[src/sv/qrm_pkg.sv]
package qrm_pkg;

  // Field widths
  localparam int IN_W   = 16;
  localparam int OUT_W  = 19;
  localparam int PROD_W = 2 * IN_W;

  // Matrix entries, row-major
  localparam int NUM_ENT = 9;
  typedef logic [3:0] ent_idx_t;

  localparam ent_idx_t ENT_R0C0 = 4'd0;
  localparam ent_idx_t ENT_R0C1 = 4'd1;
  localparam ent_idx_t ENT_R0C2 = 4'd2;
  localparam ent_idx_t ENT_R1C0 = 4'd3;
  localparam ent_idx_t ENT_R1C1 = 4'd4;
  localparam ent_idx_t ENT_R1C2 = 4'd5;
  localparam ent_idx_t ENT_R2C0 = 4'd6;
  localparam ent_idx_t ENT_R2C1 = 4'd7;
  localparam ent_idx_t ENT_R2C2 = 4'd8;

  // The nine distinct component products
  typedef struct packed {
    logic signed [PROD_W-1:0] xx;
    logic signed [PROD_W-1:0] yy;
    logic signed [PROD_W-1:0] zz;
    logic signed [PROD_W-1:0] xy;
    logic signed [PROD_W-1:0] xz;
    logic signed [PROD_W-1:0] yz;
    logic signed [PROD_W-1:0] rx;
    logic signed [PROD_W-1:0] ry;
    logic signed [PROD_W-1:0] rz;
  } prod_t;

endpackage

[src/sv/qrm_if.sv]


interface qrm_mat_if import qrm_pkg::*; ();
  logic                    valid;
  logic                    ready;
  logic signed [OUT_W-1:0] row0_col0;
  logic signed [OUT_W-1:0] row0_col1;
  logic signed [OUT_W-1:0] row0_col2;
  logic signed [OUT_W-1:0] row1_col0;
  logic signed [OUT_W-1:0] row1_col1;
  logic signed [OUT_W-1:0] row1_col2;
  logic signed [OUT_W-1:0] row2_col0;
  logic signed [OUT_W-1:0] row2_col1;
  logic signed [OUT_W-1:0] row2_col2;

  modport source (
    output valid, row0_col0, row0_col1, row0_col2, row1_col0, row1_col1, row1_col2,
           row2_col0, row2_col1, row2_col2,
    input  ready
  );
  modport sink (
    input  valid, row0_col0, row0_col1, row0_col2, row1_col0, row1_col1, row1_col2,
           row2_col0, row2_col1, row2_col2,
    output ready
  );
endinterface

[src/sv/qrm_round_stage.sv]
module qrm_round_stage import qrm_pkg::*; #(
  parameter int FRAC_BITS = 15,
  parameter int ACC_W     = 35
) (
  input  logic                    clk_i,
  input  logic                    rst_ni,
  input  logic                    valid_i,
  output logic                    ready_o,
  input  logic signed [ACC_W-1:0] sum_i [NUM_ENT],
  qrm_mat_if.source               mat_o
);

  localparam int QW = ACC_W - FRAC_BITS;
  localparam logic signed [ACC_W-1:0] HALF = ACC_W'(1) <<< (FRAC_BITS - 1);
  localparam logic signed [QW-1:0]    QMAX = QW'((2 ** (OUT_W - 1)) - 1);
  localparam logic signed [QW-1:0]    QMIN = -QW'(2 ** (OUT_W - 1));

  logic                    valid_q;
  logic signed [ACC_W-1:0] rnd [NUM_ENT];
  logic signed [QW-1:0]    quo [NUM_ENT];
  logic signed [OUT_W-1:0] res_d [NUM_ENT];

  // Round half up, drop the fraction (floor), then clamp to the output range
  always_comb begin
    for (int e = 0; e < NUM_ENT; e++) begin
      rnd[e] = sum_i[e] + HALF;
      quo[e] = rnd[e][ACC_W-1:FRAC_BITS];
      if (quo[e] > QMAX) begin
        res_d[e] = OUT_W'(QMAX);
      end else if (quo[e] < QMIN) begin
        res_d[e] = OUT_W'(QMIN);
      end else begin
        res_d[e] = quo[e][OUT_W-1:0];
      end
    end
  end

  assign ready_o     = !valid_q || mat_o.ready;
  assign mat_o.valid = valid_q;

  always_ff @(posedge clk_i or negedge rst_ni) begin
    if (!rst_ni) begin
      valid_q <= 1'b0;
    end else if (ready_o) begin
      valid_q <= valid_i;
    end
  end

  always_ff @(posedge clk_i) begin
    if (valid_i && ready_o) begin
      mat_o.row0_col0 <= res_d[ENT_R0C0];
      mat_o.row0_col1 <= res_d[ENT_R0C1];
      mat_o.row0_col2 <= res_d[ENT_R0C2];
      mat_o.row1_col0 <= res_d[ENT_R1C0];
      mat_o.row1_col1 <= res_d[ENT_R1C1];
      mat_o.row1_col2 <= res_d[ENT_R1C2];
      mat_o.row2_col0 <= res_d[ENT_R2C0];
      mat_o.row2_col1 <= res_d[ENT_R2C1];
      mat_o.row2_col2 <= res_d[ENT_R2C2];
    end
  end

endmodule

[src/flat_wrapper.sv]
// flat-port wrapper written by rule: the top's interface ports become plain ports
module qrm_round_stage_flat import qrm_pkg::*;
#(
  parameter int FRAC_BITS = 15,
  parameter int ACC_W     = 35
)
  (clk_i, rst_ni, valid_i, ready_o, sum_i, mat_o_valid, mat_o_row0_col0, mat_o_row0_col1, mat_o_row0_col2, mat_o_row1_col0, mat_o_row1_col1, mat_o_row1_col2, mat_o_row2_col0, mat_o_row2_col1, mat_o_row2_col2, mat_o_ready);
  qrm_mat_if mat_o_i ();
  input  logic clk_i;
  input  logic rst_ni;
  input  logic valid_i;
  output logic ready_o;
  input  logic signed [ACC_W-1:0] sum_i[NUM_ENT];
  output wire logic [$bits(mat_o_i.valid)-1:0] mat_o_valid;
  output wire logic [$bits(mat_o_i.row0_col0)-1:0] mat_o_row0_col0;
  output wire logic [$bits(mat_o_i.row0_col1)-1:0] mat_o_row0_col1;
  output wire logic [$bits(mat_o_i.row0_col2)-1:0] mat_o_row0_col2;
  output wire logic [$bits(mat_o_i.row1_col0)-1:0] mat_o_row1_col0;
  output wire logic [$bits(mat_o_i.row1_col1)-1:0] mat_o_row1_col1;
  output wire logic [$bits(mat_o_i.row1_col2)-1:0] mat_o_row1_col2;
  output wire logic [$bits(mat_o_i.row2_col0)-1:0] mat_o_row2_col0;
  output wire logic [$bits(mat_o_i.row2_col1)-1:0] mat_o_row2_col1;
  output wire logic [$bits(mat_o_i.row2_col2)-1:0] mat_o_row2_col2;
  input wire logic [$bits(mat_o_i.ready)-1:0] mat_o_ready;
  assign mat_o_valid = mat_o_i.valid;
  assign mat_o_row0_col0 = mat_o_i.row0_col0;
  assign mat_o_row0_col1 = mat_o_i.row0_col1;
  assign mat_o_row0_col2 = mat_o_i.row0_col2;
  assign mat_o_row1_col0 = mat_o_i.row1_col0;
  assign mat_o_row1_col1 = mat_o_i.row1_col1;
  assign mat_o_row1_col2 = mat_o_i.row1_col2;
  assign mat_o_row2_col0 = mat_o_i.row2_col0;
  assign mat_o_row2_col1 = mat_o_i.row2_col1;
  assign mat_o_row2_col2 = mat_o_i.row2_col2;
  assign mat_o_i.ready = mat_o_ready;
  qrm_round_stage #(.FRAC_BITS(FRAC_BITS), .ACC_W(ACC_W)) u_core (.clk_i(clk_i), .rst_ni(rst_ni), .valid_i(valid_i), .ready_o(ready_o), .sum_i(sum_i), .mat_o(mat_o_i));
endmodule
[config.mk]
export PLATFORM = sky130hd
export DESIGN_NAME = qrm_round_stage_flat
export DESIGN_NICKNAME = d
export VERILOG_FILES = /design/src/sv/qrm_pkg.sv /design/src/sv/qrm_if.sv /design/src/sv/qrm_round_stage.sv /design/src/flat_wrapper.sv
export SDC_FILE = /design/constraint.sdc
export NUM_CORES = 1
export LEC_CHECK = 0
export BUFFER_PORTS_ARGS = -buffer_cell sky130_fd_sc_hd__buf_2
export CORE_AREA = 5 5 209 211
export DETAILED_ROUTE_END_ITERATION = 7
export DIE_AREA = 0 0 214 216
export SLEW_MARGIN = 20
export SYNTH_ARGS = -nofsm -noshare
export SYNTH_HDL_FRONTEND = slang
export SYNTH_SLANG_ARGS = --single-unit
[constraint.sdc]
create_clock -name clk_i -period 5.9 [get_ports clk_i]
set_input_delay 0.295 -clock clk_i [delete_from_list [all_inputs] [get_ports clk_i]]
set_output_delay 0.295 -clock clk_i [all_outputs]
set_load 0.05 [all_outputs]
## Yosys cells after proc, flatten, opt, wreduce, memory -nomap -nowiden

Index checks and enable logic that the tools add are counted.

| storage, ports and cells | value |
|---|---|
| output and inout bits | 173 |
| register bits after elaboration | 172 |

| cells by class | value |
|---|---|
| add/subtract/negate cells | 9 |
| reductions and logical operators | 3 |
| multiplexer cells | 9 |
| magnitude comparators | 18 |

Operator list:

| kind | count |
|---|---|
| $add 35x16->35 const B | 9 |
| $gt 20x19->1 const B | 9 |
| $lt 20x19->1 const B | 9 |
| $mux 19 | 9 |
| $logic_and 1x1->1 | 1 |
| $logic_not 1->1 | 1 |
| $logic_or 1x1->1 | 1 |

## Longest topological paths before layout

| logic depth | value |
|---|---|
| depth in word-level cells | 3 |
| depth in mapped cells | 8 |
| depth with buffers taken out | 6 |

## Least setup slack after synthesis

OpenSTA, ideal clock, no wires.

| timing path | value |
|---|---|
| path type | register to register |
| start | register u_core.valid_q (netlist: u_core.mat_o.valid) |
| end | register u_core.mat_o.row0_col0[0], enable pin |
| path buffers | 0 |
| data arrival time | 5039 ps |
| slack | 310 ps |
| library setup time | 551 ps |
| data required time | 5349 ps |
| stages on the path, launching flop included | 3 |
| cell sequence | dfrtp_1 > nand2b_1 > and2_1 |

| on the way | value |
|---|---|
| cells in the longest elaborated chain, start to end | 3 |

Ends and longest elaborated chain:

| item | line | text |
|---|---|---|
| start: declaration | qrm_round_stage.sv:18 | `logic valid_q;` |
| start signal: assignment | qrm_round_stage.sv:45 | `valid_q <= valid_i;` |
| $logic_not 1->1 | qrm_round_stage.sv:38 | `assign ready_o = !valid_q \|\| mat_o.ready;` |
| $logic_or 1x1->1 | qrm_round_stage.sv:38 |  |
| via ready_o | flat_wrapper.sv:12 | `output logic ready_o;` |
| $logic_and 1x1->1 | qrm_round_stage.sv:50 | `if (valid_i && ready_o) begin` |
| end signal: assignment | qrm_round_stage.sv:51 | `mat_o.row0_col0 <= res_d[ENT_R0C0];` |
| end: declaration | qrm_if.sv:17 | `output valid, row0_col0, row0_col1, row0_col2, row1_col0, row1_col1, row1_col2,` |

The timed path passes the listed nets, and every way through them passes these cells.
A chain may end at the register's enable or synchronous reset.

## Final worst setup path

| timing path | value |
|---|---|
| start | input sum_i[15] in the netlist's numbering |
| end | register u_core.mat_o.row2_col2[13] in the netlist's numbering (data pin) |

| on the way | value |
|---|---|
| cells in the longest elaborated chain, start to end | 3 |

Ends and longest elaborated chain:

| item | line | text |
|---|---|---|
| start: declaration | flat_wrapper.sv:13 | `input logic signed [ACC_W-1:0] sum_i[NUM_ENT];` |
| $add 35x16->35 (*) | qrm_round_stage.sv:26 | `rnd[e] = sum_i[e] + HALF;` |
| $lt 20x19->1 | qrm_round_stage.sv:30 | `end else if (quo[e] < QMIN) begin` |
| $mux 19 | qrm_round_stage.sv:30 |  |
| end signal: assignment | qrm_round_stage.sv:59 | `mat_o.row2_col2 <= res_d[ENT_R2C2];` |
| end: declaration | qrm_if.sv:18 | `row2_col0, row2_col1, row2_col2,` |

Mark *: on every way between the ends. The rest lies on a longest branch, timed or not.

==> reports/metrics.csv <==
stage;metric;value;unit
drt;drtPass1Iterations;5;
clocking;tritoncts;yes;
sta;rsz0062_at_grt;false;
floorplanning;core_area;0.04157;sq mm
setup_path;cp_num_cells;7;
place;gpl.final_weighted_congestion;0.8712;
clocking;h-tree-depth;4;
global_routing;grt_max_degree;72;
finish;fin_nets;1670;
setup_path;r2r_setup_slack;3.82;ns
logic_synthesis;ys_warn_count;0;
setup_path;crit_fanout;16;
floorplanning;die_y;216;um
finish;nFillCells;4258;
drt;viasPerCell;4.824;
setup_path;crit_path_top_delay_cell;a211oi_4;
floorplanning;initial_core_util;24.67;%
place;portBuffers;365;
status;status;complete, no violations;
drt;drt_iter0_drc;528;
clocking;numCtsBuffers;17;
setup_path;worstSetupEndpoint;u_core.mat_o.row2_col2[13];
drt;wl_per_cell;17.05;um
logic_synthesis;synth_edf_count;171;
clocking;cts-resized-gates;0;
setup_path;worstPathArrival;2.42;ns
global_routing;antenna_found_initial;7;
drt;drc;0;
logic_synthesis;yosysSeqAreaShare;50.32;%
finish;final_cell_area;0.01328;sq mm
sta;fin_crit;2.264;ns
global_routing;grt-ovfl-total;0;
worst_hold_path;min_path_type;in -> reg;
clocking;cts_buffer_depth;2;
logic_synthesis;synth_nets;1317;
logic_synthesis;synthDistinctLibCells;66;
logic_synthesis;synthArstFlopShare;0.5814;%
setup_path;cp_top_family;simple AND/OR/NAND/NOR gates;
sta;setup_viol;0;
setup_path;r2r_cells;3;
logic_synthesis;syn_area_per_cell;10.37;sq um
setup_path;crit_start;sum_i[15];
setup_path;path_buf_inv;1;
setup_path;path_class;in -> reg;
sta;maxSlewHeadroom;31.62;%
logic_synthesis;ys_seq_elements;172;
clocking;clk_pin_slew;0.08;ns
clocking;insertion_delay;0.47;ns
place;hpwlAfterDp;25.43;mm
drt;routed_wl;32.32;mm
floorplanning;row_count;75;
floorplanning;die_x;214;um
place;pre_cts_slack;3.054;ns
sta;period_share;38.38;%
pwr;power_density;254.2;mW/mm^2
sta;worst_pin_slew;1.016;ns
setup_path;required;6.06;ns
setup_path;worstPathCellList;buf_2 > ha_1 > nand3_1 > or4_1 > or3_4 > a211oi_4 > a21oi_1;
sta;slew_viol_final;0;
sta;hold_violations;0;
finish;seq_area;0.005160;sq mm
clocking;root_buffer;clkbuf_16;
pwr;finalPower;3.375;mW
logic_synthesis;netlist_instances;989;
finish;multiInputGateArea;0.004840;sq mm
floorplanning;die_area;0.04622;sq mm
finish;drive_above_1_share;31.73;%
setup_path;crit_path_end_kind;register;
sta;fmax;441.7;MHz
global_routing;grt_pass1_wl;49.30;mm
sta;clock_skew;0.03158;ns
setup_path;cpPeakStageDelay;0.64;ns
finish;area_growth;29.50;%
place;place_area;0.01265;sq mm
job;drv_cap;0;
pwr;ir_worst_vdd;0.1821;mV
drt;vias;9147;
logic_synthesis;synth_top_flop_cell;edfxtp_1;
setup_path;r2r-end;u_core.mat_o.row1_col2[0];
setup_path;rr_startpoint;u_core.mat_o.valid;
sta;fin_ws;3.636;ns
global_routing;grt_use_total;13.35;%
drt;ant_nets;0;
finish;final_core_util;31.95;%
floorplanning;boundaryPins;492;
setup_path;cp-start-kind;input port;
logic_synthesis;syn_area;0.01025;sq mm
clocking;clock-sinks;172;
pwr;leakagePower;4.924;nW
global_routing;grt_pass1_vias;8798;
sta;tns;0;ns
[flip-flops by register name, indices dropped and copies added, names as in the netlist]
register                cells
u_core.mat_o.row0_col2     19
u_core.mat_o.row2_col0     19
u_core.mat_o.valid          1
u_core.mat_o.row1_col1     19
u_core.mat_o.row0_col1     19
u_core.mat_o.row1_col2     19
u_core.mat_o.row2_col1     19
u_core.mat_o.row0_col0     19
u_core.mat_o.row1_col0     19
u_core.mat_o.row2_col2     19
[final cells by class]
class / instances / share of cell area (%)
timing repair buffer: 375 / 14.34
inverter: 29 / 0.8197
clock buffer: 17 / 3.203
clock inverter: 15 / 1.225
multi-input combinational: 747 / 36.44
tap: 539 / 5.078
antenna: 2 / 0.03769
sequential: 172 / 38.85
[synthesized netlist by cell type (all sizes together), types with 4 or more instances]
library cell | number | share of area [%]
xnor2 | 72 | 6.1
o211ai | 17 | 1.2
nor4 | 9 | 0.61
buf | 11 | 0.56
and3 | 32 | 2.0
a31oi | 31 | 1.9
inv | 28 | 1.0
o31ai | 4 | 0.34
a211oi | 6 | 0.61
a31o | 9 | 0.77
nand2 | 61 | 2.2
nand4 | 44 | 2.8
nand3 | 83 | 4.1
a21oi | 97 | 4.7
edfxtp | 171 | 50
clkbuf | 30 | 1.1
xor2 | 88 | 7.5
nand2b | 5 | 0.31
or2 | 4 | 0.24
nor2 | 38 | 1.4
o21ai | 43 | 2.1
and4 | 20 | 1.7
nor3 | 28 | 1.4
ha | 9 | 1.1
and2 | 13 | 0.79
[repair_timing]
item | in CTS | in global routing
hold endpoints to repair | 1 | 0
hold buffers | 1 | 0
setup buffers | 0 | 0
[worst min path at each step]
stage / from / end / slack [ns] / cells after the start
2_1_floorplan: rst_ni / u_core.mat_o.valid / -0.0006 / 0
3_3_place_gp: rst_ni / u_core.mat_o.valid / 0.07 / 1
3_5_place_dp: rst_ni / u_core.mat_o.valid / 0.07 / 1
4_1_cts: valid_i / u_core.mat_o.valid / 0.11 / 2
5_1_grt: valid_i / u_core.mat_o.valid / 0.14 / 2
6_report: valid_i / u_core.mat_o.valid / 0.15 / 2
[report_power, final]
group	switching, mW	internal [mW]	leakage (nW)
Sequential	0.0228	1.45	1.64
Combinational	0.542	0.197	3.01
Clock	0.532	0.629	0.276
[kinds of logic (layout without fill, tap and decap cells)]
kind of cell / after synthesis / after routing / synth area share (%)
flops: 172 / 172 / 50.32
compound gates: 228 / 228 / 13.53
buf+inv: 70 / 436 / 2.721
simple gates: 348 / 348 / 18.47
fa+ha+maj: 11 / 11 / 1.293
xor+xnor: 160 / 160 / 13.67
other cells: 0 / 2 / 0
[worst reg2reg max path, cell delays in order, from the launching register on]
cell      delay (ns)
dfrtp_1         0.42
nand2b_1        0.15
and2_4          0.27
buf_4           0.76
[stage by stage]
stage          std cells  hold slack (ns)
4_1_cts             1893           0.1114
2_1_floorplan        989       -0.0005911
3_3_place_gp        1859          0.07291
6_report            1896           0.1454
3_5_place_dp        1860          0.07260
5_1_grt             1896           0.1450
[per-layer routing]
metal  vias up  GRT usage, %  wire length (um)
met5         -             0                65
met4        10         3.758               465
met3        40         5.017              2336
met2       284         23.06             16260
met1      4341         15.60             13200
li1       4472             -                 -
[cells in the final DEF (no fill, tap or decap), drive strengths merged, types with 13 or more instances in the layout]
cell type,instances
buf,374
edfxtp,171
a21oi,97
xor2,88
nand3,83
xnor2,72
nand2,61
nand4,44
o21ai,43
nor2,38
and3,32
inv,32
a31oi,31
nor3,28
and4,20
o211ai,17
clkbuf,17
and2,13
Power figures use the tool's default switching activity.
